[src/rtl/tcw_pkg.sv]
// shared types and constants for the text console writer
// no dependencies; imported by every module of the block
`timescale 1ns / 1ps

package tcw_pkg;

   localparam int COLUMNS_DEFAULT = 80;
   localparam int ROWS_DEFAULT    = 25;
   localparam int OPQ_DEPTH       = 2;

   localparam logic [7:0]  CODE_NULL      = 8'd0;
   localparam logic [7:0]  CODE_BACKSPACE = 8'd8;
   localparam logic [7:0]  CODE_NEWLINE   = 8'd10;
   localparam logic [7:0]  CODE_SPACE     = 8'd32;
   localparam logic [7:0]  RESET_COLOR    = 8'h07;
   localparam logic [15:0] RESET_CELL     = 16'h0720;

   localparam logic CMD_PUT  = 1'b0;
   localparam logic CMD_READ = 1'b1;

   localparam logic [1:0] OP_READ      = 2'd0;
   localparam logic [1:0] OP_PRINT     = 2'd1;
   localparam logic [1:0] OP_NEWLINE   = 2'd2;
   localparam logic [1:0] OP_BACKSPACE = 2'd3;

   typedef struct packed {
      logic        cmd;
      logic [7:0]  char_code;
      logic [10:0] cell_index;
   } req_type;

   typedef struct packed {
      logic [4:0]  cursor_row_out;
      logic [6:0]  cursor_col_out;
      logic [10:0] cursor_offset;
      logic [15:0] cell_value;
   } rsp_type;

   // classified command as it travels from front to back
   typedef struct packed {
      logic [1:0]  op;
      logic [7:0]  char_code;
      logic [10:0] cell_index;
      logic        in_range;
   } op_type;

endpackage

[src/rtl/tcw_front.sv]
// front end: classifies incoming commands and drops null characters
// depends on tcw_pkg
`timescale 1ns / 1ps

module tcw_front import tcw_pkg::*; #(
   parameter int COLUMNS = COLUMNS_DEFAULT,
   parameter int ROWS    = ROWS_DEFAULT
) (
   input  req_type req_data,
   input  logic    req_push,
   output logic    req_full,
   output op_type  op_data,
   output logic    op_push,
   input  logic    op_full
);

   localparam int CELLS = COLUMNS * ROWS;

   logic is_null;

   always_comb begin
      op_data.char_code  = req_data.char_code;
      op_data.cell_index = req_data.cell_index;
      op_data.in_range   = (32'(req_data.cell_index) < 32'(CELLS));
      if (req_data.cmd == CMD_READ) begin
         op_data.op = OP_READ;
      end else begin
         case (req_data.char_code)
            CODE_NEWLINE:   op_data.op = OP_NEWLINE;
            CODE_BACKSPACE: op_data.op = OP_BACKSPACE;
            default:        op_data.op = OP_PRINT;
         endcase
      end
   end

   // a null put is taken from the input and forgotten
   assign is_null  = (req_data.cmd == CMD_PUT) && (req_data.char_code == CODE_NULL);
   assign req_full = op_full;
   assign op_push  = req_push && !op_full && !is_null;

endmodule

[config.mk]
export PLATFORM = sky130hd
export DESIGN_NAME = tcw_front
export DESIGN_NICKNAME = d
export VERILOG_FILES = /design/src/rtl/tcw_pkg.sv /design/src/rtl/tcw_front.sv
export SDC_FILE = /design/constraint.sdc
export NUM_CORES = 1
export LEC_CHECK = 0
export BUFFER_PORTS_ARGS = -buffer_cell sky130_fd_sc_hd__buf_2
export CAP_MARGIN = 10
export CORE_AREA = 2 2 39 41
export DETAILED_ROUTE_END_ITERATION = 12
export DIE_AREA = 0 0 41 43
export GPL_TIMING_DRIVEN = 1
export PLACE_DENSITY_LB_ADDON = 0.05
export SLEW_MARGIN = 40
export SYNTH_ARGS = -nofsm -noshare
export SYNTH_HDL_FRONTEND = slang
export SYNTH_SLANG_ARGS = --single-unit
[constraint.sdc]
create_clock -name vclk -period 0.8
set_input_delay 0.04 -clock vclk [all_inputs]
set_output_delay 0.04 -clock vclk [all_outputs]
set_load 0.02 [all_outputs]
==> reports/metrics.cfg <==
[place]
post_dp_cell_area_um2 = 278
gp_congestion = 0.611
hpwl_um = 481
io_buffers = 38
dp.cells = 63
post-place-ws_ps = -124

[synth]
syn_area_um2 = 218
syn_nets = 51
synth_top_area_share_pct = 69.0
synth_cell_type_count = 10
syn-instance-count = 29
synth.avg_cell_area_um2 = 7.51
synth_area_leaders = buf_4 69%, nor4_2 5.7%, and4b_1 4.6%, a311oi_1 4.0%, a41oi_1 4.0%
synth_area_leader_cell = buf_4
yosys_warnings = 0
seq_area_frac_synth_pct = 0

[global_routing]
grt_pass1_wl_um = 558
grt_max_degree = 5
globalRouteTotalUtil_pct = 4.20
grt_antenna_before_repair = 0
overflow = 0
first_global_vias = 151

[setup_path]
endpoint_kind = primary output
critical_path.max_fanout = 3
cp-start-kind = primary input
cp.arrival_ps = 800
crit_required_ps = 760
worst-setup-path-type = in2out

[timing]
fin_crit_ps = 839
setup-tns-final_ps = -39.4
setup_viol = 1
max_freq_mhz = 1190
worst_slack_ps = -39.4
slew_violations = 0
finalCritPeriodShare_pct = 105
finalHoldViolations = 0
worstMarginPinSlew_ps = 237
hold_ws_ps = 80.0
relSlewSlack_pct = 84.1
rsz0062_at_grt = true

[power]
p_per_area_nw_per_um2 = 619
ir_worst_vdd_mv = 0.147
p_total_mw = 0.189
leakage_nw = 0.180

[floorplanning]
fp.coreArea_um2 = 1380
start_util_pct = 15.7
die_height_um = 43
die_area_um2 = 1760
die_w_um = 41
rows = 14
io_pins = 46

[finish]
final_core_util_pct = 22.1
final_cells = 63
regArea_um2 = 0
fin_area_um2 = 305
syn_to_final_growth_pct = 40.2
nFlopsAndLatches = 0
clkbuf_count = 0
nets = 71
antenna-diode-count = 0
n_fill_cell = 159
layout-drive-gt1-share_pct = 83.0

[drt]
drt_iter0_drc = 0
drc_errors = 0
firstDrtPassIters = 1
wire_per_inst_um = 8.25
finalWirelength_um = 520
num_vias = 244
vias_per_cell = 3.87
postRouteAntennaNets = 0

[outcome]
violations = setup timing
status = finished, violations left

[min_path]
hp-class = in2out
worst_hold_path.num_cells = 0

[clock_tree]
post_cts_buffers = 0
ctsHoldBuffers = 0

[run]
drv_cap = 0

critical path, stage by stage:
cell and delay [ps]:
buf_6 100, nor4_4 290, and4b_1 250, buf_6 120
cells by family (layout without fill, tap and decap cells):
family | Yosys count | in the layout | share of synthesized area [%]
AO/OA/AOI/OAI | 3 | 3 | 12.1
AND/OR/NAND/NOR | 5 | 5 | 17.2
buffers and inverters | 21 | 39 | 70.7
final timing paths:
check,from,to
setup / recovery,req_data[11],op_data[21]
hold / removal,req_data[3],op_data[4]
cell usage after synthesis:
cell,number
a311oi_1,1
a41oi_1,1
and3_1,1
and4b_1,1
buf_4,20
inv_1,1
nor2_1,1
nor3_1,1
nor4_2,1
o2111ai_1,1
cell usage in the layout, fill, tap and decap left out:
| cell | n |
|---|---|
| nor3_1 | 1 |
| nor4_4 | 1 |
| o2111ai_1 | 1 |
| and3_1 | 1 |
| inv_1 | 1 |
| buf_6 | 3 |
| buf_2 | 35 |
| a41oi_1 | 1 |
| and4b_1 | 1 |
| a311oi_1 | 1 |
| nor2_1 | 1 |
where the power goes:
| part | leakage (nW) | switching [mW] | internal (mW) |
|---|---|---|---|
| registers | 0 | 0 | 0 |
| logic | 0.180 | 0.111 | 0.0779 |
| clock network | 0 | 0 | 0 |
| total | 0.180 | 0.111 | 0.0779 |
layout make-up:
type | count | area, um^2 | share of cell area [%]
inverters | 1 | 3.75 | 1.23
multi-input cells | 8 | 72.6 | 23.8
well taps | 16 | 20.0 | 6.56
repair buffers | 38 | 209 | 68.4
metal layers:
layer	global-route usage, %	wire length, um
met4	0.667	4
met5	0	0
met3	0	80
met2	9.06	278
met1	3.80	157
repair_timing:
item,CTS,global route
resized for setup,5,0
endpoints found under the setup margin,3,3
gates cloned,0,0
pin swaps,3,1
endpoints found under the hold margin,0,0
(Power assumes the default switching activity.)
