[config.mk]
export PLATFORM = sky130hd
export DESIGN_NAME = tcw_opq
export DESIGN_NICKNAME = d
export VERILOG_FILES = /design/src/rtl/tcw_pkg.sv /design/src/rtl/tcw_opq.sv
export SDC_FILE = /design/constraint.sdc
export NUM_CORES = 1
export LEC_CHECK = 0
export BUFFER_PORTS_ARGS = -buffer_cell sky130_fd_sc_hd__buf_4
export CORE_MARGIN = 3
export CORE_UTILIZATION = 49
export CTS_CLUSTER_SIZE = 16
export DETAILED_ROUTE_END_ITERATION = 12
export PLACE_DENSITY = 0.86
export SYNTH_ARGS = -nofsm -noshare
export SYNTH_HDL_FRONTEND = slang
export SYNTH_SLANG_ARGS = --single-unit
[constraint.sdc]
create_clock -name clock -period 3.03 [get_ports clock]
set_input_delay 0.4545 -clock clock [delete_from_list [all_inputs] [get_ports clock]]
set_output_delay 0.4545 -clock clock [all_outputs]
set_load 0.02 [all_outputs]
[src/rtl/tcw_pkg.sv]
// shared types and constants for the text console writer
// no dependencies; imported by every module of the block
`timescale 1ns / 1ps

package tcw_pkg;

   localparam int COLUMNS_DEFAULT = 80;
   localparam int ROWS_DEFAULT    = 25;
   localparam int OPQ_DEPTH       = 2;

   localparam logic [7:0]  CODE_NULL      = 8'd0;
   localparam logic [7:0]  CODE_BACKSPACE = 8'd8;
   localparam logic [7:0]  CODE_NEWLINE   = 8'd10;
   localparam logic [7:0]  CODE_SPACE     = 8'd32;
   localparam logic [7:0]  RESET_COLOR    = 8'h07;
   localparam logic [15:0] RESET_CELL     = 16'h0720;

   localparam logic CMD_PUT  = 1'b0;
   localparam logic CMD_READ = 1'b1;

   localparam logic [1:0] OP_READ      = 2'd0;
   localparam logic [1:0] OP_PRINT     = 2'd1;
   localparam logic [1:0] OP_NEWLINE   = 2'd2;
   localparam logic [1:0] OP_BACKSPACE = 2'd3;

   typedef struct packed {
      logic        cmd;
      logic [7:0]  char_code;
      logic [10:0] cell_index;
   } req_type;

   typedef struct packed {
      logic [4:0]  cursor_row_out;
      logic [6:0]  cursor_col_out;
      logic [10:0] cursor_offset;
      logic [15:0] cell_value;
   } rsp_type;

   // classified command as it travels from front to back
   typedef struct packed {
      logic [1:0]  op;
      logic [7:0]  char_code;
      logic [10:0] cell_index;
      logic        in_range;
   } op_type;

endpackage

[src/rtl/tcw_opq.sv]
// short command queue between front end and executor
// depends on tcw_pkg
`timescale 1ns / 1ps

module tcw_opq import tcw_pkg::*; (
   input  logic   clock,
   input  logic   reset,
   input  logic   push,
   input  op_type push_data,
   output logic   full,
   input  logic   pop,
   output op_type pop_data,
   output logic   empty
);

   localparam int PTR_W = $clog2(OPQ_DEPTH);
   localparam int CNT_W = $clog2(OPQ_DEPTH + 1);

   op_type           entry_ff [OPQ_DEPTH];
   logic [PTR_W-1:0] wr_ptr_ff, rd_ptr_ff;
   logic [CNT_W-1:0] count_ff;
   logic             do_push, do_pop;

   assign full     = (count_ff == CNT_W'(OPQ_DEPTH));
   assign empty    = (count_ff == '0);
   assign do_push  = push && !full;
   assign do_pop   = pop && !empty;
   assign pop_data = entry_ff[rd_ptr_ff];

   always_ff @(posedge clock) begin
      if (reset) begin
         wr_ptr_ff <= '0;
         rd_ptr_ff <= '0;
         count_ff  <= '0;
      end else begin
         if (do_push) begin
            wr_ptr_ff <= (wr_ptr_ff == PTR_W'(OPQ_DEPTH - 1)) ? '0 : wr_ptr_ff + 1'b1;
         end
         if (do_pop) begin
            rd_ptr_ff <= (rd_ptr_ff == PTR_W'(OPQ_DEPTH - 1)) ? '0 : rd_ptr_ff + 1'b1;
         end
         if (do_push && !do_pop) begin
            count_ff <= count_ff + 1'b1;
         end else if (do_pop && !do_push) begin
            count_ff <= count_ff - 1'b1;
         end
      end
   end

   always_ff @(posedge clock) begin
      if (do_push) begin
         entry_ff[wr_ptr_ff] <= push_data;
      end
   end

endmodule

==> PnR_summary.wiki <==
{| class="wikitable"
! Metric !! Value
|-
| Pin count of the biggest net entering global routing || 23
|-
| Required time of the worst setup path || 2580 ps
|-
| Worst Setup End Kind || output port
|-
| Critical Path Fanout Max || 15
|-
| Die Wd || 66.6 um
|-
| Number of remaining DRC errors || 0
|-
| Routed met1 length || 1200 um
|-
| Synth Area per Inst || 19.3 sq um
|-
| Leakage dissipation || 0.892 nW
|-
| Cell count after placement || 188
|-
| Arrival @ worst endpoint || 1650 ps
|-
| Outcome || finished, final reports clean
|-
| Category of cells accounting for the largest share of critical-path delay || flip-flops
|-
| Area of the mapped netlist || 1800 sq um
|-
| Synth warn || 0
|-
| PortBufs || 49
|-
| Root buffer cell || sky130_fd_sc_hd__clkbuf_8
|-
| N_diodes || 0
|-
| Yosys cell types || 13
|-
| Worst vdd rail ir drop || 0.000557 V
|-
| Area of the multi-input gates || 358 sq um
|-
| Clock slew at the register clock pins of the worst setup and hold paths || 80 ps
|-
| Layout-stage area growth over the synthesis result || 29.7%
|-
| Sum of overflow across all layers after global routing || 0
|-
| Worst min path class || primary input to flop
|-
| Endpoints failing setup || 0
|-
| # IOs || 50
|-
| Via count || 977
|-
| Fill count || 238
|-
| Row count || 21
|-
| Measured slew at the worst slew-check pin || 834 ps
|-
| Die area || 4430 sq um
|-
| Htree depth || 2
|-
| Max-slew violation count || 0
|-
| Maximum count of clock buffers along a single path || 2
|-
| Fmax || 474 MHz
|-
| Max Used Layer || met4
|-
| Power, Total || 1.97 mW
|-
| Cell Count, Final, Fillers Out || 195
|-
| Critical path's largest stage delay || 520 ps
|-
| HPWL after detailed placement || 2150 um
|-
| Hold_buf cts || 0
|-
| CP cell instances || buf_4, mux2_2, buf_4
|-
| Register-to-Register Setup Slack || 1170 ps
|-
| Post-route ant nets || 0
|-
| Average detailed-routed wire length per instance || 15.2 um
|-
| Initial antenna violation count || 0
|-
| Total count of hold-check failures in the final report || 0
|-
| Combined global-route utilization of all metal layers || 0.147
|-
| Worst-skew pair later-pin latency || 300 ps
|-
| Num Clock Sinks || 49
|-
| Worst Path Class, Setup || flop to output port
|-
| # Post-CTS Setup Buffers || 0
|-
| Share of post-route cells with drive strength above 1 || 0.544
|-
| Util after Layout || 0.677
|-
| Length of the first detailed-routing pass in iterations || 4
|-
| Met2 routed WL || 1500 um
|-
| Buffer and inverter count on the worst path || 2
|-
| CTS tree || done
|-
| Placer congestion estimate || 0.674
|-
| Launching element type of the critical path || flop
|-
| Synthesized instance count || 93
|-
| Total clock buffers created by CTS || 5
|-
| Starting utilization of the core area || 0.522
|-
| Worst setup skew after layout || 5.57 ps
|-
| Unrepaired setup endpoints after global routing || false
|-
| Via count of the first global-routing pass || 973
|-
| Flop and latch count out of synthesis || 49
|-
| Top cell type by total area after synthesis || sky130_fd_sc_hd__edfxtp_1
|-
| Number of vias per cell after detailed routing || 5.01
|-
| Net count after synthesis || 120
|-
| Most common cell after layout, fill and taps aside || sky130_fd_sc_hd__buf_4
|-
| Post-layout net count || 176
|-
| Area share of the largest cell type after synthesis || 0.735
|-
| Final routed wirelength across all metal layers || 2970 um
|-
| Number of violations of the max-capacitance limit || 0
|-
| Post-cts sizing count || 0
|-
| Critical-path cell with the highest stage delay || sky130_fd_sc_hd__dfxtp_1
|-
| Area inside the core boundary || 3440 sq um
|-
| Sequential share of the synthesized area || 0.791
|-
| Sum of negative setup slack || 0 ps
|-
| Met3 wire len || 216 um
|-
| Sequential Area || 1420 sq um
|-
| Global-route wire length before repair || 4520 um
|-
| DRT iter0 DRCs || 30
|-
| Final critical-path share of the clock period || 0.696
|-
| Crit path top cell by count || sky130_fd_sc_hd__buf_4
|-
| Total power per unit cell area || 844 nW/um^2
|-
| Synth top area cells || sky130_fd_sc_hd__edfxtp_1, sky130_fd_sc_hd__mux2_2, sky130_fd_sc_hd__dfxtp_1
|-
| Headroom to the max-slew limit || 0.443
|-
| Period minus WS final || 2110 ps
|-
| Most used cells in the layout excluding fill and tap cells || sky130_fd_sc_hd__buf_4, sky130_fd_sc_hd__edfxtp_1, sky130_fd_sc_hd__mux2_2
|-
| Chip height || 66.6 um
|}
==> where the power goes <==
group	switching (mW)	leakage, nW	internal, mW	total, mW
Sequential	0.0466	0.452	0.854	0.901
Clock	0.191	0.0540	0.240	0.430
Combinational	0.338	0.386	0.298	0.636
Total	0.575	0.892	1.39	1.97
==> layout make-up <==
class / instances / area share
clock buffer: 5 / 0.0295
clock inverter: 2 / 0.0150
inverter: 2 / 0.00322
multi-input combinational: 40 / 0.154
sequential: 49 / 0.610
tap: 46 / 0.0247
timing repair buffer: 51 / 0.164
==> cell usage after synthesis (all sizes together) <==
library cell  number
a21oi              2
and2               1
buf                2
dfxtp              5
edfxtp            44
ha                 1
inv                2
mux2              22
nor2               5
nor2b              1
o21ai              3
or3                2
xor2               3
==> state kept, by name, summed over array words and instances (netlist names), named ones only <==
signal     flops
wr_ptr_ff      1
count_ff       2
rd_ptr_ff      1
entry_ff      44
==> stage by stage <==
stage                     setup slack (ps)  instance area, sq um  hold WS (ps)
after detailed placement              1060                  2230           502
after CTS                              891                  2330           328
after global routing                   842                  2330           323
after global placement                1090                  2230           471
final                                  921                  2330           334
after floorplan                       1350                  1800           452
==> cells by family after synthesis <==
kind of cell,Yosys count,synth area share
flops,49,0.791
mux,22,0.138
simple gates,9,0.0258
compound gates,5,0.0139
buf+inv,4,0.00975
xor+xnor,3,0.0146
fa+ha+maj,1,0.00696
==> routing by layer <==
layer | GRT usage | up-vias
li1 | - | 462
met1 | 0.173 | 469
met2 | 0.238 | 40
met3 | 0.0472 | 6
met4 | 0.0838 | 0
met5 | 0 | -
==> path summary, 6_finish.rpt <==
check	from	to	depth (start not counted)
setup / recovery	flop	pop_data[6]	3
hold / removal	push_data[9]	entry_ff[1][9]	1
hold reg to reg	count_ff[1]	count_ff[1]	2
setup reg to reg	count_ff[0]	entry_ff[1][16]	4
Note: power is estimated with default switching activity, not from simulation.
